--- src/rtl/core/qmap_pkg.sv ---
// qmap_pkg: shared types and constants of the qmap deaggregator
// used by qmap_parser and qmap_deaggregator, no dependencies
package qmap_pkg;

    localparam int unsigned BYTE_W    = 8;
    localparam int unsigned LEN_W     = 16;
    localparam int unsigned PAD_W     = 6;
    localparam int unsigned HCNT_W    = 3;

    localparam logic [BYTE_W-1:0] PAD_MASK    = 8'h3f;
    localparam logic [HCNT_W-1:0] HDR_LAST_V4 = 3'd3;
    localparam logic [HCNT_W-1:0] HDR_LAST_V9 = 3'd7;

    // header byte positions
    localparam logic [HCNT_W-1:0] HB_PAD     = 3'd0;
    localparam logic [HCNT_W-1:0] HB_MUX     = 3'd1;
    localparam logic [HCNT_W-1:0] HB_LEN_HI  = 3'd2;
    localparam logic [HCNT_W-1:0] HB_LEN_LO  = 3'd3;

    localparam logic KIND_PAYLOAD = 1'b0;
    localparam logic KIND_DROP    = 1'b1;

    typedef struct packed {
        logic              kind;
        logic [BYTE_W-1:0] payload_byte;
        logic [BYTE_W-1:0] channel_id;
        logic              packet_end;
        logic              truncated;
    } qmap_result_t;

endpackage

--- src/rtl/core/qmap_parser.sv ---
// qmap_parser: per-byte header/payload/pad state and result decode
// depends on qmap_pkg
module qmap_parser
    import qmap_pkg::*;
(
    input  logic              aclk,
    input  logic              aresetn,
    input  logic              in_accept,
    input  logic [BYTE_W-1:0] in_byte,
    input  logic              in_eot,
    input  logic              mode_v9,
    output logic              res_valid,
    output qmap_result_t      res
);

    typedef enum logic [1:0] {
        PH_HEADER  = 2'd0,
        PH_PAYLOAD = 2'd1,
        PH_PAD     = 2'd2
    } phase_t;

    phase_t            phase_reg, phase_next;
    logic [HCNT_W-1:0] byte_count_reg, byte_count_next;
    logic [LEN_W-1:0]  payload_left_reg, payload_left_next;
    logic [PAD_W-1:0]  pad_left_reg, pad_left_next;
    logic [BYTE_W-1:0] channel_reg, channel_next;
    logic [BYTE_W-1:0] length_high_reg, length_high_next;

    logic [HCNT_W-1:0] hdr_last;
    logic [LEN_W-1:0]  len;
    logic [LEN_W-1:0]  pay_dec;
    logic [PAD_W-1:0]  pad;
    logic              last;
    logic              trunc;

    always_comb begin
        phase_next        = phase_reg;
        byte_count_next   = byte_count_reg;
        payload_left_next = payload_left_reg;
        pad_left_next     = pad_left_reg;
        channel_next      = channel_reg;
        length_high_next  = length_high_reg;
        res_valid         = 1'b0;
        res               = '0;
        res.channel_id    = channel_reg;

        hdr_last = mode_v9 ? HDR_LAST_V9 : HDR_LAST_V4;
        len      = (byte_count_reg == HB_LEN_LO) ? {length_high_reg, in_byte}
                                                 : payload_left_reg;
        pad      = (byte_count_reg == HB_PAD) ? PAD_W'(in_byte & PAD_MASK) : pad_left_reg;
        pay_dec  = payload_left_reg - LEN_W'(1);
        last     = (payload_left_reg <= LEN_W'(1));
        trunc    = in_eot && !last;

        case (phase_reg)
            PH_PAYLOAD: begin
                res_valid         = 1'b1;
                res.kind          = KIND_PAYLOAD;
                res.payload_byte  = in_byte;
                res.packet_end    = last || trunc;
                res.truncated     = trunc;
                payload_left_next = pay_dec;
                if (pay_dec == '0) begin
                    phase_next = (pad_left_reg != '0) ? PH_PAD : PH_HEADER;
                end
            end
            PH_PAD: begin
                pad_left_next = pad_left_reg - PAD_W'(1);
                if (pad_left_next == '0) begin
                    phase_next = PH_HEADER;
                end
            end
            default: begin
                // header phase, unused code lands here too
                phase_next = PH_HEADER;
                case (byte_count_reg)
                    HB_PAD:    pad_left_next     = pad;
                    HB_MUX:    channel_next      = in_byte;
                    HB_LEN_HI: length_high_next  = in_byte;
                    HB_LEN_LO: payload_left_next = len;
                    default:   ;
                endcase
                if (byte_count_reg >= hdr_last) begin
                    byte_count_next = '0;
                    if ({{(LEN_W-PAD_W){1'b0}}, pad} > len) begin
                        // pad larger than length: report and skip length bytes
                        res_valid         = 1'b1;
                        res.kind          = KIND_DROP;
                        pad_left_next     = len[PAD_W-1:0];
                        payload_left_next = '0;
                        phase_next        = (len[PAD_W-1:0] != '0) ? PH_PAD : PH_HEADER;
                    end else begin
                        payload_left_next = len - {{(LEN_W-PAD_W){1'b0}}, pad};
                        if (payload_left_next != '0) begin
                            phase_next = PH_PAYLOAD;
                        end else begin
                            phase_next = (pad != '0) ? PH_PAD : PH_HEADER;
                        end
                    end
                end else begin
                    byte_count_next = byte_count_reg + HCNT_W'(1);
                end
            end
        endcase

        if (in_eot) begin
            phase_next        = PH_HEADER;
            byte_count_next   = '0;
            payload_left_next = '0;
            pad_left_next     = '0;
            channel_next      = '0;
            length_high_next  = '0;
        end
    end

    always_ff @(posedge aclk) begin
        if (!aresetn) begin
            phase_reg        <= PH_HEADER;
            byte_count_reg   <= '0;
            payload_left_reg <= '0;
            pad_left_reg     <= '0;
            channel_reg      <= '0;
            length_high_reg  <= '0;
        end else if (in_accept) begin
            phase_reg        <= phase_next;
            byte_count_reg   <= byte_count_next;
            payload_left_reg <= payload_left_next;
            pad_left_reg     <= pad_left_next;
            channel_reg      <= channel_next;
            length_high_reg  <= length_high_next;
        end
    end

`ifndef SYNTHESIS
    a_pad_phase_has_pad: assert property (@(posedge aclk) disable iff (!aresetn)
        phase_reg == PH_PAD |-> pad_left_reg != '0)
        else $error("pad phase with zero pad count");

    a_eot_clears: assert property (@(posedge aclk) disable iff (!aresetn)
        in_accept && in_eot |=> phase_reg == PH_HEADER && byte_count_reg == '0)
        else $error("state not cleared after end of transfer");

    a_drop_only_in_header: assert property (@(posedge aclk) disable iff (!aresetn)
        res_valid && res.kind == KIND_DROP |-> phase_reg != PH_PAYLOAD
            && phase_reg != PH_PAD)
        else $error("drop reported outside header phase");
`endif

endmodule

--- src/rtl/core/qmap_deaggregator.sv ---
// qmap_deaggregator: top level, config register, parser and result register
// depends on qmap_pkg and qmap_parser
//
// Usage:
//   s_* channel takes one byte of an aggregated transfer per item, with
//   s_end_of_transfer high on the final byte. m_* channel gives at most one
//   result item per input item: a payload byte tagged with the mux id and
//   end/truncated flags, or a drop report (m_kind 1) when pad exceeds length.
//   cfg_* channel writes header_mode_v9 (1: 8-byte headers, 0: 4-byte);
//   cfg_ready is always high, write only while the block is idle.
// Timing and throughput:
//   a result appears on m_* in the cycle after its input byte is accepted.
//   One byte per cycle sustained while m_ready is high; parser state and the result register
//   update in the same cycle, so the pace is set by the output register.
// Stall:
//   while m_valid is high and m_ready low, s_ready drops; when m_ready is
//   high a new byte is taken in the same cycle the held result leaves.
// Reset:
//   aresetn low (synchronous) clears the parser to header phase, clears
//   header_mode_v9 and empties the result register. No clearing pass.
module qmap_deaggregator
    import qmap_pkg::*;
(
    input  logic              aclk,
    input  logic              aresetn,
    input  logic              cfg_valid,
    output logic              cfg_ready,
    input  logic              cfg_data,
    input  logic              s_valid,
    output logic              s_ready,
    input  logic [BYTE_W-1:0] s_in_byte,
    input  logic              s_end_of_transfer,
    output logic              m_valid,
    input  logic              m_ready,
    output logic              m_kind,
    output logic [BYTE_W-1:0] m_payload_byte,
    output logic [BYTE_W-1:0] m_channel_id,
    output logic              m_packet_end,
    output logic              m_truncated
);

    logic         mode_v9_reg;
    logic         m_valid_reg, m_valid_next;
    qmap_result_t out_reg;
    logic         in_accept;
    logic         res_valid;
    qmap_result_t res;

    assign cfg_ready = 1'b1;
    assign s_ready   = !m_valid_reg || m_ready;
    assign in_accept = s_valid && s_ready;

    qmap_parser u_parser (
        .aclk      (aclk),
        .aresetn   (aresetn),
        .in_accept (in_accept),
        .in_byte   (s_in_byte),
        .in_eot    (s_end_of_transfer),
        .mode_v9   (mode_v9_reg),
        .res_valid (res_valid),
        .res       (res)
    );

    always_comb begin
        m_valid_next = m_valid_reg;
        if (in_accept) begin
            m_valid_next = res_valid;
        end else if (m_ready) begin
            m_valid_next = 1'b0;
        end
    end

    always_ff @(posedge aclk) begin
        if (!aresetn) begin
            mode_v9_reg <= 1'b0;
            m_valid_reg <= 1'b0;
        end else begin
            if (cfg_valid) begin
                mode_v9_reg <= cfg_data;
            end
            m_valid_reg <= m_valid_next;
        end
    end

    always_ff @(posedge aclk) begin
        if (in_accept && res_valid) begin
            out_reg <= res;
        end
    end

    assign m_valid        = m_valid_reg;
    assign m_kind         = out_reg.kind;
    assign m_payload_byte = out_reg.payload_byte;
    assign m_channel_id   = out_reg.channel_id;
    assign m_packet_end   = out_reg.packet_end;
    assign m_truncated    = out_reg.truncated;

`ifndef SYNTHESIS
    a_drop_fields_zero: assert property (@(posedge aclk) disable iff (!aresetn)
        m_valid && m_kind == KIND_DROP |->
            m_payload_byte == '0 && !m_packet_end && !m_truncated)
        else $error("drop item carries payload fields");

    a_trunc_ends_packet: assert property (@(posedge aclk) disable iff (!aresetn)
        m_valid && m_truncated |-> m_packet_end)
        else $error("truncated item without packet end");

    a_held_result_kept: assert property (@(posedge aclk) disable iff (!aresetn)
        m_valid && !m_ready |=> m_valid && $stable(out_reg))
        else $error("stalled result lost or changed");
`endif

endmodule

--- config.mk ---
export PLATFORM = sky130hd
export DESIGN_NAME = qmap_deaggregator
export DESIGN_NICKNAME = d
export VERILOG_FILES = /design/src/rtl/core/qmap_pkg.sv /design/src/rtl/core/qmap_parser.sv /design/src/rtl/core/qmap_deaggregator.sv
export SDC_FILE = /design/constraint.sdc
export NUM_CORES = 1
export LEC_CHECK = 0
export ABC_CLOCK_PERIOD_IN_PS = 5000
export BUFFER_PORTS_ARGS = -buffer_cell sky130_fd_sc_hd__clkbuf_2
export CAP_MARGIN = 20
export CORE_MARGIN = 3
export CORE_UTILIZATION = 34
export DETAILED_ROUTE_END_ITERATION = 10
export GPL_TIMING_DRIVEN = 0
export PLACE_DENSITY = 0.52
export SLEW_MARGIN = 20
export SYNTH_ARGS = -nofsm -noshare
export SYNTH_HDL_FRONTEND = slang
export SYNTH_SLANG_ARGS = --single-unit
--- constraint.sdc ---
create_clock -name aclk -period 5 [get_ports aclk]
set_input_delay 0.5 -clock aclk [delete_from_list [all_inputs] [get_ports aclk]]
set_output_delay 0.5 -clock aclk [all_outputs]
set_load 0.02 [all_outputs]
==> flow_metrics.py <==
metrics = {
    "synth": {
        "avgSynthCellArea_um2": 8.029,
        "netlist.area_leader.share_pct": 18.49,
        "ys_ff_latch": 64,
        "ys_top_cells_by_area": "dfxtp_1 (18%), edfxtp_1 (12%), mux2i_1 (6.6%)",
        "synthDistinctLibCells": 78,
        "synthCells": 607,
        "synth_edf_count": 19,
        "yosysWarnings": 0,
        "syn-num-nets": 639,
        "synthTopCellsByCount": "nor2_1 (77), dfxtp_1 (45), a21oi_1 (41)",
        "synthFlopType": "dfxtp_1",
        "seq_area_frac_synth_pct": 30.19,
        "yosysMostFrequentCell": "nor2_1",
        "async_reset_ff_share_pct": 0,
        "syn_area_mm2": 0.004873,
        "synth_top_area_cell": "dfxtp_1",
    },
    "clocking": {
        "cts_hold_buf": 0,
        "cts_buffers": 9,
        "cts_root_buffer": "clkbuf_16",
        "cts_tree": "built",
        "htree_levels": 3,
        "path_clk_slew_ns": 0.05,
        "clock-sinks": 64,
        "clk_latency_ns": 0.34,
        "clockBufferDepth": 2,
    },
    "drt": {
        "viasPerCell": 5.672,
        "final_antenna_net_count": 0,
        "drt_first_pass_iters": 6,
        "route.vias.total": 4787,
        "wl_per_cell_um": 19.30,
        "drt_wl_total_um": 16290,
        "drc_errors": 0,
        "first_iter_violations": 447,
    },
    "global_routing": {
        "grt_start_max_net_pins": 15,
        "grt_pass1_vias": 4390,
        "grtUsageTotal_pct": 20.55,
        "grt-ovfl-total": 0,
        "antenna_found_initial": 0,
        "grt_first_pass_wirelength_um": 25270,
    },
    "layout": {
        "num_antenna_cells": 0,
        "final_layout_size_suffix_gt1_share_pct": 14.46,
        "largest_reg_flops": 16,
        "area_growth_pct": 16.51,
        "multi_input_area_mm2": 0.003161,
        "nNetsFinal": 691,
        "n_fill_cell": 1435,
        "final_core_util_pct": 40.75,
        "seq_area_mm2": 0.001471,
    },
    "timing": {
        "drv_slew": 0,
        "tightest_slew_ns": 0.9819,
        "finalClockSkew_ns": 0.006027,
        "finalCritPeriodShare_pct": 94.72,
        "finalWorstPathRequiredPeriod_ns": 4.736,
        "maxSlewHeadroom_pct": 34.10,
        "tns_ns": 0,
        "finalHoldViolations": 0,
        "rsz0062_at_grt": "no",
        "clock.fmax_mhz": 211.2,
        "final-setup-viol-count": 0,
    },
    "worst_setup_path": {
        "critPathSlowestCell": "fa_1",
        "reg2reg_slack_ns": 0.26,
        "worstRegToRegCells": 16,
        "critPathKind": "flip-flop to flip-flop",
        "critPathMaxStageDelay_ns": 0.64,
        "cp-end-kind": "flip-flop",
        "worstPathCellList": "ha_1 > ha_2 > buf_6 > buf_6 > buf_4 > clkbuf_4 > nand2_1 > o21ai_0 > inv_1 > fa_1 > o2111ai_1 > a2111oi_0 > nand3_1 > a2111oi_1 > nand4b_1 > o31ai_2",
        "critPathTopFamily": "compound AO/OA/AOI/OAI gates",
        "crit_buf_inv": 5,
        "crit_top_cell": "buf_6",
        "start_kind": "flip-flop",
        "worstPathRequired_ns": 5.26,
        "rr_startpoint": "u_parser.byte_count_reg[0]$_SDFFE_PN0P_",
        "arrival_ns": 4.99,
        "timing.rr.end": "u_parser.phase_reg[1]$_SDFFE_PN0P_",
        "path_max_fanout": 10,
    },
    "power": {
        "power.density_mw_per_mm2": 262.6,
        "swShare_pct": 27.42,
        "power_frac_comb_pct": 17.0,
        "power_frac_clock_pct": 45.8,
        "internal_power_uw": 1082,
        "p_seq_share_pct": 37.2,
        "p_leak_uw": 0.002244,
        "switchingPower_uw": 408.8,
        "ir_drop_uv": 168.0,
    },
    "hold_path": {
        "hp-start": "cfg_data",
        "holdPathEnd": "mode_v9_reg$_SDFFE_PN0P_",
        "hold-path-cell-count": 3,
        "hold_path.class": "input port to flip-flop",
    },
    "floorplanning": {
        "start_util_pct": 34.97,
        "num_io_pins": 37,
        "die_area_mm2": 0.01581,
        "die_x_um": 125.7,
        "die_h_um": 125.7,
        "core_mm2": 0.01393,
        "rows": 43,
    },
    "placement": {
        "io_buffers": 34,
        "post-dp-hpwl_um": 12500,
        "gp_congestion": 0.9605,
    },
    "flow_run": {
        "maxCapViolCount": 0,
    },
    "run_status": {
        "status": "finished clean",
    },
}
-- tightest hold or removal path: stages --
cell      delay [ns]
clkbuf_2        0.07
mux2i_1         0.06
nor2_1          0.07
-- cells by family after synthesis --
group	Yosys count	synth area share, %
flip-flops	64	30.19
adder cells (fa/ha/maj)	18	4.724
other	1	0.07695
buffers and inverters	60	5.571
AND/OR/NAND/NOR	247	26.06
AO/OA/AOI/OAI	148	19.49
multiplexers	44	9.397
XOR/XNOR	25	4.493
-- cells in the final DEF (no fill, tap or decap), types with 13 or more instances in the layout --
master    Yosys  routed
o21ai_0      38      38
clkbuf_1     26      27
nor2_1       77      76
a21oi_1      41      40
nor3_1       32      32
xnor2_1      13      13
clkbuf_2      1      36
edfxtp_1     19      19
mux2i_1      32      31
nand3_1      14      14
nand2_1      39      39
dfxtp_1      45      45
inv_1        19      19
ha_1         16      15
-- area by class of cell --
type / count / share of cell area, %
flip-flops and latches: 64 / 25.91
multi-input cells: 483 / 55.66
plain buffers: 41 / 3.592
clock inverters: 4 / 1.212
well taps: 180 / 3.967
inverters: 19 / 1.256
clock buffers: 12 / 4.341
repair buffers: 41 / 4.055
-- what timing repair did --
item	CTS	global route
buffers inserted	2	4
gates resized for setup	3	5
pin swaps	1	1
endpoints found under the setup margin	21	35
-- per-layer routing --
| metal | routed length [um] | up-vias | GRT usage, % |
|---|---|---|---|
| met1 | 7397 | 2271 | 27.97 |
| met2 | 7497 | 180 | 33.20 |
| met4 | 353 | 0 | 6.505 |
| met5 | 0 | - | 0 |
| li1 | - | 2312 | - |
| met3 | 1042 | 24 | 3.647 |
-- power by group through the flow --
| stage | Clock (uW) | Sequential [uW] | Combinational, uW |
|---|---|---|---|
| 4_1_cts | 692 | 554 | 249 |
| 3_5_place_dp | 0 | 565 | 247 |
| 2_1_floorplan | 0 | 561 | 178 |
| 5_1_grt | 714 | 555 | 278 |
| 6_report | 682 | 554 | 254 |
| 3_3_place_gp | 0 | 564 | 245 |
-- worst max path at each step --
stage	from	endpoint	slack, ns	cells after the start
2_1_floorplan	u_parser.byte_count_reg[0]$_SDFFE_PN0P_	m_channel_id[0]$_DFFE_PP_	0.17	17
3_3_place_gp	u_parser.byte_count_reg[0]$_SDFFE_PN0P_	m_packet_end$_SDFFCE_PN0P_	-1.16	17
3_5_place_dp	u_parser.byte_count_reg[0]$_SDFFE_PN0P_	m_payload_byte[7]$_SDFFCE_PN0P_	-0.23	18
4_1_cts	u_parser.byte_count_reg[0]$_SDFFE_PN0P_	m_channel_id[7]$_DFFE_PP_	0.002	18
5_1_grt	u_parser.byte_count_reg[0]$_SDFFE_PN0P_	u_parser.phase_reg[1]$_SDFFE_PN0P_	0.02	16
6_report	u_parser.byte_count_reg[0]$_SDFFE_PN0P_	u_parser.phase_reg[1]$_SDFFE_PN0P_	0.26	16
-- through the flow --
step	power, uW	hold slack [ns]	setup slack [ns]	cell area [um2]	instances
after global routing	1548	0.4200	0.01504	5678	844
final	1491	0.3981	0.2642	5678	844
after CTS	1495	0.3924	0.002235	5630	840
after global placement	809.3	0.4174	-1.156	5269	821
after floorplan	738.9	0.4080	0.1664	4873	607
after detailed placement	811.5	0.4191	-0.2341	5288	822
(Power assumes the default switching activity.)
